**src/design/dhd_pkg.sv**
```systemverilog
// Shared widths, constants and calendar helper functions for the date/hour
// difference block. No dependencies; used by every module of the block.
package dhd_pkg;

  // field widths of one timestamp
  localparam int unsigned YEAR_W  = 14;
  localparam int unsigned MONTH_W = 4;
  localparam int unsigned DAY_W   = 5;
  localparam int unsigned HOUR_W  = 5;

  // absolute day count, absolute hour count and signed result width
  localparam int unsigned DCOUNT_W = 23;
  localparam int unsigned HCOUNT_W = 28;
  localparam int unsigned DIFF_W   = 28;

  // number of leap years below a 14-bit year fits in 12 bits
  localparam int unsigned LEAPS_W = 12;
  // days before a month, up to a whole year
  localparam int unsigned DBM_W   = 9;

  localparam int unsigned MAX_YEAR_DEF  = 9999;
  localparam int unsigned DAYS_PER_YEAR = 365;
  localparam int unsigned HOURS_PER_DAY = 24;
  localparam int unsigned LEAP_MONTH    = 2;

  // divide by 100 through a reciprocal, exact for any 14-bit value
  localparam int unsigned RECIP100       = 5243;
  localparam int unsigned RECIP100_SHIFT = 19;
  localparam int unsigned PROD_W         = 27;
  localparam int unsigned Q100_W         = 8;

  function automatic logic [Q100_W-1:0] div100(input logic [YEAR_W-1:0] v);
    logic [PROD_W-1:0] prod;
    prod = PROD_W'(v) * PROD_W'(RECIP100);
    return prod[PROD_W-1 -: Q100_W];
  endfunction

  // days of non-leap months before month m; month zero counts none,
  // months past december count the whole year
  function automatic logic [DBM_W-1:0] days_before_month(input logic [MONTH_W-1:0] m);
    logic [DBM_W-1:0] d;
    case (m)
      4'd0:    d = 9'd0;
      4'd1:    d = 9'd0;
      4'd2:    d = 9'd31;
      4'd3:    d = 9'd59;
      4'd4:    d = 9'd90;
      4'd5:    d = 9'd120;
      4'd6:    d = 9'd151;
      4'd7:    d = 9'd181;
      4'd8:    d = 9'd212;
      4'd9:    d = 9'd243;
      4'd10:   d = 9'd273;
      4'd11:   d = 9'd304;
      4'd12:   d = 9'd334;
      default: d = 9'd365;
    endcase
    return d;
  endfunction

  // gregorian leap rule; a multiple of 100 is a multiple of 400 when its
  // hundreds count is a multiple of 4
  function automatic logic is_leap(input logic [YEAR_W-1:0] y);
    logic [Q100_W-1:0] q;
    logic [YEAR_W-1:0] r;
    q = div100(y);
    r = y - YEAR_W'(q) * YEAR_W'(100);
    return ((y[1:0] == 2'd0) && (r != '0)) || ((r == '0) && (q[1:0] == 2'd0));
  endfunction

  // leap years among years 0 .. y-1, year 0 counted as leap
  function automatic logic [LEAPS_W-1:0] leaps_before(input logic [YEAR_W-1:0] y);
    logic [YEAR_W-1:0] p;
    logic [LEAPS_W-1:0] p4;
    logic [Q100_W-1:0] p100;
    logic [Q100_W-1:0] p400;
    p    = y - YEAR_W'(1);
    p4   = p[YEAR_W-1:2];
    p100 = div100(p);
    p400 = div100(YEAR_W'(p4));
    if (y == '0) begin
      return '0;
    end
    return p4 - LEAPS_W'(p100) + LEAPS_W'(p400) + LEAPS_W'(1);
  endfunction

endpackage

```
**src/design/dhd_day_count.sv**
```systemverilog
// Absolute day count of one gregorian date (year already clamped).
// Depends on dhd_pkg for widths and calendar helper functions.
module dhd_day_count (
  input  logic [dhd_pkg::YEAR_W-1:0]   year,
  input  logic [dhd_pkg::MONTH_W-1:0]  month,
  input  logic [dhd_pkg::DAY_W-1:0]    day,
  output logic [dhd_pkg::DCOUNT_W-1:0] days
);

  logic [dhd_pkg::DCOUNT_W-1:0] year_days;
  logic [dhd_pkg::LEAPS_W-1:0]  leaps;
  logic [dhd_pkg::DBM_W-1:0]    month_days;
  logic                         leap_day;

  // whole years, leap days of earlier years and whole months
  assign year_days  = dhd_pkg::DCOUNT_W'(year) * dhd_pkg::DCOUNT_W'(dhd_pkg::DAYS_PER_YEAR);
  assign leaps      = dhd_pkg::leaps_before(year);
  assign month_days = dhd_pkg::days_before_month(month);

  // extra day once february of a leap year is past
  assign leap_day = (month > dhd_pkg::MONTH_W'(dhd_pkg::LEAP_MONTH)) && dhd_pkg::is_leap(year);

  assign days = year_days + dhd_pkg::DCOUNT_W'(leaps) + dhd_pkg::DCOUNT_W'(month_days)
              + dhd_pkg::DCOUNT_W'(leap_day) + dhd_pkg::DCOUNT_W'(day);

endmodule

```
**src/design/dhd_hour_diff.sv**
```systemverilog
// Hour counts of two dates and their saturated signed difference.
// Depends on dhd_pkg for widths and constants.
module dhd_hour_diff (
  input  logic [dhd_pkg::DCOUNT_W-1:0] a_days,
  input  logic [dhd_pkg::HOUR_W-1:0]   a_hour,
  input  logic [dhd_pkg::DCOUNT_W-1:0] b_days,
  input  logic [dhd_pkg::HOUR_W-1:0]   b_hour,
  output logic signed [dhd_pkg::DIFF_W-1:0] diff
);

  localparam int unsigned WIDE_W = dhd_pkg::HCOUNT_W + 1;

  logic [dhd_pkg::HCOUNT_W-1:0] a_hours;
  logic [dhd_pkg::HCOUNT_W-1:0] b_hours;
  logic [WIDE_W-1:0]            wide;

  // days times 24 plus hour
  assign a_hours = dhd_pkg::HCOUNT_W'(a_days) * dhd_pkg::HCOUNT_W'(dhd_pkg::HOURS_PER_DAY)
                 + dhd_pkg::HCOUNT_W'(a_hour);
  assign b_hours = dhd_pkg::HCOUNT_W'(b_days) * dhd_pkg::HCOUNT_W'(dhd_pkg::HOURS_PER_DAY)
                 + dhd_pkg::HCOUNT_W'(b_hour);

  // one extra bit holds the full signed difference
  assign wide = {1'b0, a_hours} - {1'b0, b_hours};

  // saturate when the top two bits disagree
  always_comb begin
    if (wide[WIDE_W-1] == wide[WIDE_W-2]) begin
      diff = wide[dhd_pkg::DIFF_W-1:0];
    end else if (wide[WIDE_W-1]) begin
      diff = {1'b1, {(dhd_pkg::DIFF_W-1){1'b0}}};
    end else begin
      diff = {1'b0, {(dhd_pkg::DIFF_W-1){1'b1}}};
    end
  end

endmodule

```
**src/design/date_hour_difference_core.sv**
```systemverilog
// Takes two timestamps (year, month, day, hour) per beat and returns A minus B
// in hours with less, equal and less-or-equal flags. Years above MAX_YEAR are
// clamped first. The block is a three-register pipeline (input register, day
// count register, result register) that a beat passes through in that order;
// a new beat is taken every cycle unless in_stall is high; stalls hold the
// pipeline and any empty stage is refilled while the output waits. Depends on
// dhd_pkg, dhd_day_count and dhd_hour_diff.
module date_hour_difference_core #(
  parameter int unsigned MAX_YEAR = dhd_pkg::MAX_YEAR_DEF
) (
  input  logic clk,
  input  logic rst,
  input  logic in_valid,
  output logic in_stall,
  input  logic [dhd_pkg::YEAR_W-1:0]  a_year,
  input  logic [dhd_pkg::MONTH_W-1:0] a_month,
  input  logic [dhd_pkg::DAY_W-1:0]   a_day,
  input  logic [dhd_pkg::HOUR_W-1:0]  a_hour,
  input  logic [dhd_pkg::YEAR_W-1:0]  b_year,
  input  logic [dhd_pkg::MONTH_W-1:0] b_month,
  input  logic [dhd_pkg::DAY_W-1:0]   b_day,
  input  logic [dhd_pkg::HOUR_W-1:0]  b_hour,
  output logic out_valid,
  input  logic out_stall,
  output logic signed [dhd_pkg::DIFF_W-1:0] hours_between,
  output logic is_less,
  output logic is_equal,
  output logic is_less_or_equal
);

  localparam int unsigned LIM_W = 17;
  localparam logic [LIM_W-1:0] YEAR_LIM = LIM_W'(MAX_YEAR);

  // stage control
  logic v1, v2;
  logic ready1, ready2, ready3;

  // stage 1: clamped input beat
  logic [dhd_pkg::YEAR_W-1:0]  s1_a_year, s1_b_year;
  logic [dhd_pkg::MONTH_W-1:0] s1_a_month, s1_b_month;
  logic [dhd_pkg::DAY_W-1:0]   s1_a_day, s1_b_day;
  logic [dhd_pkg::HOUR_W-1:0]  s1_a_hour, s1_b_hour;
  logic [dhd_pkg::YEAR_W-1:0]  a_year_clamp, b_year_clamp;

  // stage 2: day counts and ordering
  logic [dhd_pkg::DCOUNT_W-1:0] s2_a_days, s2_b_days;
  logic [dhd_pkg::HOUR_W-1:0]   s2_a_hour, s2_b_hour;
  logic                         s2_lt, s2_eq;
  logic [dhd_pkg::DCOUNT_W-1:0] a_days_next, b_days_next;
  logic                         lt_next, eq_next;

  logic signed [dhd_pkg::DIFF_W-1:0] diff_next;

  // backpressure chain: a stage loads when empty or when it drains
  assign ready3   = !out_valid || !out_stall;
  assign ready2   = !v2 || ready3;
  assign ready1   = !v1 || ready2;
  assign in_stall = !ready1;

  // year clamp against the configured maximum
  assign a_year_clamp = ({{(LIM_W-dhd_pkg::YEAR_W){1'b0}}, a_year} > YEAR_LIM)
                      ? YEAR_LIM[dhd_pkg::YEAR_W-1:0] : a_year;
  assign b_year_clamp = ({{(LIM_W-dhd_pkg::YEAR_W){1'b0}}, b_year} > YEAR_LIM)
                      ? YEAR_LIM[dhd_pkg::YEAR_W-1:0] : b_year;

  // day counts of both dates
  dhd_day_count u_a_days (
    .year  (s1_a_year),
    .month (s1_a_month),
    .day   (s1_a_day),
    .days  (a_days_next)
  );

  dhd_day_count u_b_days (
    .year  (s1_b_year),
    .month (s1_b_month),
    .day   (s1_b_day),
    .days  (b_days_next)
  );

  // lexicographic order by year, month, day, hour
  always_comb begin
    if (s1_a_year != s1_b_year) begin
      lt_next = s1_a_year < s1_b_year;
    end else if (s1_a_month != s1_b_month) begin
      lt_next = s1_a_month < s1_b_month;
    end else if (s1_a_day != s1_b_day) begin
      lt_next = s1_a_day < s1_b_day;
    end else begin
      lt_next = s1_a_hour < s1_b_hour;
    end
    eq_next = (s1_a_year == s1_b_year) && (s1_a_month == s1_b_month)
           && (s1_a_day == s1_b_day) && (s1_a_hour == s1_b_hour);
  end

  // hour difference from the registered day counts
  dhd_hour_diff u_diff (
    .a_days (s2_a_days),
    .a_hour (s2_a_hour),
    .b_days (s2_b_days),
    .b_hour (s2_b_hour),
    .diff   (diff_next)
  );

  // stage valid bits
  always_ff @(posedge clk) begin
    if (rst) begin
      v1        <= 1'b0;
      v2        <= 1'b0;
      out_valid <= 1'b0;
    end else begin
      if (ready1) begin
        v1 <= in_valid;
      end
      if (ready2) begin
        v2 <= v1;
      end
      if (ready3) begin
        out_valid <= v2;
      end
    end
  end

  // input register
  always_ff @(posedge clk) begin
    if (ready1 && in_valid) begin
      s1_a_year  <= a_year_clamp;
      s1_a_month <= a_month;
      s1_a_day   <= a_day;
      s1_a_hour  <= a_hour;
      s1_b_year  <= b_year_clamp;
      s1_b_month <= b_month;
      s1_b_day   <= b_day;
      s1_b_hour  <= b_hour;
    end
  end

  // day count register
  always_ff @(posedge clk) begin
    if (ready2 && v1) begin
      s2_a_days <= a_days_next;
      s2_b_days <= b_days_next;
      s2_a_hour <= s1_a_hour;
      s2_b_hour <= s1_b_hour;
      s2_lt     <= lt_next;
      s2_eq     <= eq_next;
    end
  end

  // result register
  always_ff @(posedge clk) begin
    if (ready3 && v2) begin
      hours_between    <= diff_next;
      is_less          <= s2_lt;
      is_equal         <= s2_eq;
      is_less_or_equal <= s2_lt || s2_eq;
    end
  end

  // less and equal never hold together
  assert property (@(posedge clk) disable iff (rst) out_valid |-> !(is_less && is_equal))
    else $error("less and equal flags both set");

  // equal timestamps give a zero difference
  assert property (@(posedge clk) disable iff (rst)
                   (out_valid && is_equal) |-> (hours_between == '0))
    else $error("equal timestamps with nonzero hour difference");

  // a full middle stage blocked by the output keeps its beat
  assert property (@(posedge clk) disable iff (rst) (v2 && !ready3) |=> v2)
    else $error("beat lost in day count stage");

  // an accepted beat is in the input register next cycle
  assert property (@(posedge clk) disable iff (rst) (in_valid && !in_stall) |=> v1)
    else $error("accepted beat not captured");

endmodule

```
**config.mk**
```make
export PLATFORM = sky130hd
export DESIGN_NAME = date_hour_difference_core
export DESIGN_NICKNAME = d
export VERILOG_FILES = /design/src/design/dhd_pkg.sv /design/src/design/dhd_day_count.sv /design/src/design/dhd_hour_diff.sv /design/src/design/date_hour_difference_core.sv
export SDC_FILE = /design/constraint.sdc
export NUM_CORES = 2
export LEC_CHECK = 0
export ABC_AREA = 1
export ABC_CLOCK_PERIOD_IN_PS = 15800
export BUFFER_PORTS_ARGS = -buffer_cell sky130_fd_sc_hd__buf_2
export CAP_MARGIN = 10
export CORE_MARGIN = 5
export CORE_UTILIZATION = 45
export CTS_CLUSTER_SIZE = 24
export DETAILED_ROUTE_END_ITERATION = 7
export MAX_ROUTING_LAYER = met4
export SLEW_MARGIN = 10
export SYNTH_ARGS = -nofsm -noshare
export SYNTH_HDL_FRONTEND = slang
export SYNTH_SLANG_ARGS = --single-unit
```
**constraint.sdc**
```tcl
create_clock -name clk -period 15.8 [get_ports clk]
set_input_delay 1.58 -clock clk [delete_from_list [all_inputs] [get_ports clk]]
set_output_delay 1.58 -clock clk [all_outputs]
set_load 0.03 [all_outputs]
```
== Word level (Yosys, flattened, before mapping) ==
Memory sizes are Yosys's and may differ from the RTL's. A register that Yosys moved wholly into a read port is not among the register bits.
Index checks and enable logic that the tools add are counted.
Storage, ports and cells
  memories: 2
  word-level logic and storage cells: 118
  input port bits: 60
  ROM bits: 288
  register bits after elaboration: 148
Memories
  (no name shown): words 16, width 9, rd ports 1, clocked after memory_dff 1, write ports 0, RTL line dhd_pkg.sv:42  | case (m)
  (no name shown): words 16, width 9, rd ports 1, clocked after memory_dff 1, write ports 0, RTL line dhd_pkg.sv:42
Operators by class
  eq/ne operators: 8
  order comparisons: 8
  reductions and logical operators: 33
  multiply operators: 12
  $add $sub $neg: 21
  muxes and demuxes: 13
Operators by type and width (count)
  $mul 14x13->27 const B: 4
  $add 28x5->28: 2
  $logic_not 14->1: 4
  $mux 28: 2
  $mul 12x13->25 const B: 2
  $mul 23x2->25 const B: 2
  $mux 12: 4
  $add 23x1->23: 2
  $add 23x12->23: 2
  $add 23x5->23: 2
  $add 23x9->23: 2
  $mul 14x9->23 const B: 2
  $sub 28x28->29: 1
  $gt 14x14->1 const B: 2
  $reduce_bool 14->1: 2
  $sub 14x1->14 const B: 2
  $sub 14x14->14: 2
  $add 12x1->12 const B: 2
  $add 12x6->12: 2
  $mul 8x5->12 const B: 2
  $sub 12x8->12: 2
  $eq 14x14->1: 1
  $lt 14x14->1: 1
  $ne 14x14->1: 1
  other kinds (14): 45

== Logic depth before layout (Yosys ltp) ==
  word-level depth: 10
  depth in mapped cells: 63
  gate-level depth less buffers: 63

== Cells and area by module ==
A second synthesis with hierarchy kept.
Second synthesis, totals
  cell total of the unflattened synthesis: 5024
  area total of the unflattened synthesis: 41436.0 µm²
Modules (own cells, without submodules)
  dhd_day_count at u_b_days: times used 1, sequential area each 0.0 µm², cells each 1671, area each 14564.0 µm²
  dhd_day_count at u_a_days: times used 1, sequential area each 0.0 µm², cells each 1673, area each 14443.9 µm²
  dhd_hour_diff: times used 1, sequential area each 0.0 µm², cells each 1311, area each 6871.6 µm²
  date_hour_difference_core: times used 1, sequential area each 4414.2 µm², cells each 369, area each 5556.6 µm²

== Least setup slack after synthesis ==
No wires, ideal clock.
  kind: register -> register
  start: reg s1_b_year[11] in the netlist's numbering
  end: reg s2_b_days[22] in the netlist's numbering (data pin)
  setup time: 0.265 ns
  path slack: 4.365 ns
  period minus slack after synthesis: 11.435 ns
  data arrival time: 11.170 ns
  path buffers: 0
  cell stages (with the launch flop): 61
  required time: 15.535 ns
  cells stage by stage: edfxtp_1 > ha_1 > fa_1 > inv_1 > fa_1 > inv_1 > fa_1 > inv_1 > fa_1 > inv_1 > ha_1 > a21oi_1 > o21ai_0 > a21oi_1 > nand2_1 > and3_1 > a211oi_1 > xor2_1 > (+25 left out) > ha_1 > fa_1 > ha_1 > inv_1 > fa_1 > o21ai_0 > a21oi_1 > o21bai_1 > nand3_1 > nand2_1 > a21o_1 > nand2_1 > nand2_1 > nand2_1 > nand2_1 > a21boi_0 > o21ai_0 > xor2_1
On the way
  cells in the longest elaborated chain, start to end: 10
  elaborated cells on any way between the ends: 24
  classes of those cells: add/sub (9); mul (5); mux (2); reduce/logical (8)
Ends and longest elaborated chain
  start, declared: RTL line date_hour_difference_core.sv:39  | logic [dhd_pkg::YEAR_W-1:0] s1_a_year, s1_b_year;
  start signal, assigned: RTL line date_hour_difference_core.sv:131  | s1_b_year <= b_year_clamp;
  $sub 14x1->14: RTL line dhd_pkg.sv:77  | p = y - YEAR_W'(1);
  $mul 14x13->27: RTL line dhd_pkg.sv:34  | prod = PROD_W'(v) * PROD_W'(RECIP100);
  $sub 12x8->12: RTL line dhd_pkg.sv:84  | return p4 - LEAPS_W'(p100) + LEAPS_W'(p400) + LEAPS_W'(1);
  $add 12x6->12: RTL line dhd_pkg.sv:84
  $add 12x1->12: RTL line dhd_pkg.sv:84
  $mux 12: RTL line dhd_pkg.sv:84
  $add 23x12->23: RTL line dhd_day_count.sv:23  | assign days = year_days + dhd_pkg::DCOUNT_W'(leaps) + dhd_pkg::DCOUNT_W'(month_days)
  $add 23x9->23: RTL line dhd_day_count.sv:23
  $add 23x1->23 *: RTL line dhd_day_count.sv:24  | + dhd_pkg::DCOUNT_W'(leap_day) + dhd_pkg::DCOUNT_W'(day);
  $add 23x5->23 *: RTL line dhd_day_count.sv:24
  net b_days_next, one bit: RTL line date_hour_difference_core.sv:49  | logic [dhd_pkg::DCOUNT_W-1:0] a_days_next, b_days_next;
  end signal, assigned: RTL line date_hour_difference_core.sv:142  | s2_b_days <= b_days_next;
  end, declared: RTL line date_hour_difference_core.sv:46  | logic [dhd_pkg::DCOUNT_W-1:0] s2_a_days, s2_b_days;
Mark *: on every way through the listed nets, which the timed path passes. The rest lies on a longest branch.
A chain may end at the register's enable or synchronous reset.

== Final worst setup path ==
  start: reg s1_b_year[2] in the netlist's numbering
  end: reg s2_b_days[21] in the netlist's numbering (data pin)
The elaborated chain is that of the path after synthesis.

==> summary.log <==
INFO  critical_path  crit-reg2reg-capture=s2_b_days[21]$_DFFE_PP_
INFO  die            start_util=45.5%
INFO  die            die-height=307um
INFO  critical_path  critPathLaunch=s1_b_year[2]$_SDFFCE_PN1P_
INFO  critical_path  timing.critical_path.from_type=flop
INFO  timing         peak_clock_frequency_supported_by_timing=0.0742GHz
INFO  die            floorplan.core_area=0.0870mm^2
INFO  critical_path  crit_required=16.04ns
INFO  critical_path  worstPathArrival=13.72ns
INFO  timing         layout_worst_path_cycle_share=85.3%
INFO  clocking       ctsRootBufferMaster=clkbuf_16
INFO  timing         slew_violations=0
INFO  finish         drive_gt1_share=5.24%
INFO  clocking       post_cts_resize_count=0
INFO  yosys          synthesis.area_per_instance=8.82um^2
INFO  placement      dp_hpwl=83800um
INFO  timing         report.final.hold_viol_count=0
INFO  clocking       cts_hold_buf=0
INFO  job            max_cap_viol_count=0
INFO  die            core.rowCount=108
INFO  grt            number_of_global_route_vias_before_repair=29450
INFO  hold_path      hold_path.class=reg -> reg
INFO  route          drtPass1Iterations=5
INFO  route          detailroute.wirelength.met3=4670um
INFO  finish         final_net_count=6036
INFO  critical_path  path_common_cell=inv_1
INFO  timing         slew-limit-headroom=33.1%
INFO  hold_path      worst_hold_path_cell_count=0
INFO  timing         clock_skew=0.0154ns
INFO  route          wire_per_inst=16.4um
INFO  timing         hold_ws=0.447ns
INFO  yosys          synth.lib_cells_used.distinct=60
INFO  grt            first_pass_grt_wire_length=155000um
INFO  yosys          synth.yosys.seq_area_share=12.1%
INFO  critical_path  worst_path_max_delay_cell=xor2_1
INFO  critical_path  cp_slowest_stage_delay=0.75ns
INFO  route          routed-wl-met2=41100um
INFO  route          first_iter_violations=1581
INFO  grt            grt_max_degree=59
INFO  die            design.die.area=0.0940mm^2
INFO  route          via_count=28731
INFO  critical_path  reg2reg_setup_slack=2.32ns
INFO  timing         setup-tns-final=0ns
INFO  clocking       clock_latency=0.49ns
INFO  route          drc=0
INFO  clocking       ctsLongestPathBuffers=2
INFO  critical_path  worstPathMaxFanout=9
INFO  clocking       ctsHtreeMaxLevel=4
INFO  finish         areaGrowthSynthToFinish=6.69%
INFO  critical_path  critPathCaptureType=flop
INFO  run_status     status=completed
INFO  clocking       clock-sinks=166
INFO  yosys          synth-seq-cells=166
INFO  timing         worst_pin_slew=1.00ns
INFO  yosys          syn-instance-count=4487
INFO  timing         period_minus_slack=13.48ns
INFO  yosys          net_count_of_the_mapped_netlist=5918
INFO  grt            antenna_violations_before_repair=2
INFO  clocking       numCtsBuffers=17
INFO  clocking       cts_tree=built
INFO  route          top_layer=met4
INFO  route          route.detailed.vias_per_inst=4.98
INFO  route          detail_route.wirelength=94500um
INFO  grt            overflow=0
INFO  clocking       clk_pin_slew=0.08ns
INFO  timing         setup_viol_count_final=0
INFO  route          detail_route.wirelength.met1=47100um
INFO  grt            globalRouteTotalUtil=21.2%
INFO  placement      finalWeightedCongestion=0.953
INFO  finish         count_of_filler_cells_inserted_in_the_layout=8588
INFO  yosys          syn_area=0.0396mm^2
INFO  yosys          synth_warnings=0
INFO  timing         setup_repair_after_global_routing_missed_its_margin=false
INFO  placement      port_buffers=92
INFO  finish         final_core_util=48.5%
INFO  critical_path  reg2reg_from=s1_b_year[2]$_SDFFCE_PN1P_
INFO  critical_path  worst_setup_path_endpoint=s2_b_days[21]$_DFFE_PP_
INFO  die            boundaryPins=93
INFO  die            fp.dieW=307um
INFO  clocking       post_cts_buffers=0
INFO  critical_path  r2r_cells=57
INFO  critical_path  critical_path_class=reg -> reg
INFO  route          route.antenna.remaining_nets=0
==> layout by cell type, fill, tap and decap left out, types with 20 or more instances in the layout <==
| master | count |
|---|---|
| fa_1 | 485 |
| nand3_1 | 119 |
| buf_2 | 92 |
| o21bai_1 | 20 |
| edfxtp_1 | 145 |
| ha_1 | 886 |
| o21ai_0 | 155 |
| a21oi_1 | 284 |
| nor2_1 | 178 |
| or2_2 | 33 |
| dfxtp_1 | 21 |
| nand4_1 | 46 |
| nor3_1 | 30 |
| xor2_1 | 155 |
| xnor2_1 | 69 |
| o21ai_1 | 21 |
| nand2_1 | 522 |
| inv_1 | 1131 |
==> Yosys cell counts (all sizes together) <==
master,instances,share of area (%)
dfxtp,21,1.1
a31oi,17,0.27
a21oi,289,3.7
nor4,10,0.20
and3,1,0.016
a21boi,9,0.20
o211ai,11,0.21
xnor2,69,1.5
nand3b,4,0.076
o2111ai,2,0.044
nand2,533,5.1
ha,886,28
nor3b,1,0.019
a31o,2,0.044
nor3,37,0.57
o221ai,4,0.088
nor2,190,1.9
o21ai,179,2.3
nand3,122,1.6
clkbuf,6,0.057
o21bai,21,0.43
o31ai,4,0.076
inv,1138,11
o22ai,1,0.016
or2,36,0.57
a211oi,9,0.17
o21a,14,0.27
o311ai,1,0.022
buf,3,0.044
o41ai,1,0.022
a21o,17,0.34
edfxtp,145,11
xor2,167,3.9
and2,2,0.032
a2111oi,1,0.022
fa,485,25
clkinv,1,0.0095
nand4,48,0.79
==> layer usage <==
metal / up-vias / global-route usage, %
met2: 532 / 32.3
met5: - / -
met1: 13574 / 30.6
li1: 14554 / -
met4: 0 / 3.81
met3: 71 / 3.19
==> layout make-up <==
class	instances	area (um^2)	area share, %
antenna	2	5.00	0.0118
clock inverter	15	198	0.468
multi-input combinational	3173	30500	72.3
timing repair buffer	108	581	1.37
tap	1155	1450	3.42
sequential	166	4770	11.3
inverter	1139	4280	10.1
clock buffer	17	425	1.01
==> per-stage QoR <==
stage	std cells	worst slack (ns)	cell area, um^2
2_1_floorplan	4487	4.36	39600
3_3_place_gp	5741	2.42	41600
3_5_place_dp	5741	2.36	41600
4_1_cts	5773	2.31	42200
5_1_grt	5774	1.23	42200
6_report	5775	2.32	42200
==> critical path, delay by kind of cell (launching register included) <==
family / cells / cell delay, ns
xor gates and xnor gates: 3 / 0.96
and+or+nand+nor: 14 / 1.52
adders and majority gates: 14 / 5.78
buffers and inverters: 10 / 1.31
AOI/OAI and AO/OA: 16 / 3.05
DFF: 1 / 0.61
==> logic make-up (layout without fill, tap and decap cells) <==
family	after synthesis	in the layout	share of synthesized area, %
other	0	2	0
flip-flops	166	166	12.1
XOR/XNOR	236	236	5.44
AO/OA/AOI/OAI	582	582	8.20
AND/OR/NAND/NOR	984	984	10.9
adder cells (fa/ha/maj)	1371	1371	52.5
buffers and inverters	1148	1279	10.9
==> how the worst min path moves through the flow <==
stage | to | start | slack [ns]
final | is_less$_DFFE_PP_ | s2_lt$_DFFE_PP_ | 0.45
after global routing | is_less$_DFFE_PP_ | s2_lt$_DFFE_PP_ | 0.46
after CTS | is_less$_DFFE_PP_ | s2_lt$_DFFE_PP_ | 0.45
after detailed placement | is_less$_DFFE_PP_ | s2_lt$_DFFE_PP_ | 0.43
after global placement | is_less$_DFFE_PP_ | s2_lt$_DFFE_PP_ | 0.42
after floorplan | is_less$_DFFE_PP_ | s2_lt$_DFFE_PP_ | 0.42
==> flip-flops by register name (all words and copies together), names as in the netlist, 4 cells and up <==
register / flops
s2_a_hour: 5
s1_a_year: 14
u_b_days.month_days: 9
u_a_days.month_days: 9
s1_b_year: 14
s1_b_month: 4
s1_b_day: 5
s2_b_hour: 5
s1_a_month: 4
s1_a_hour: 5
s1_a_day: 5
s2_b_days: 23
hours_between: 28
s2_a_days: 23
s1_b_hour: 5
Power is not shown: default switching activity piles up to over one toggle a cycle in this logic, so the estimate is an artifact.
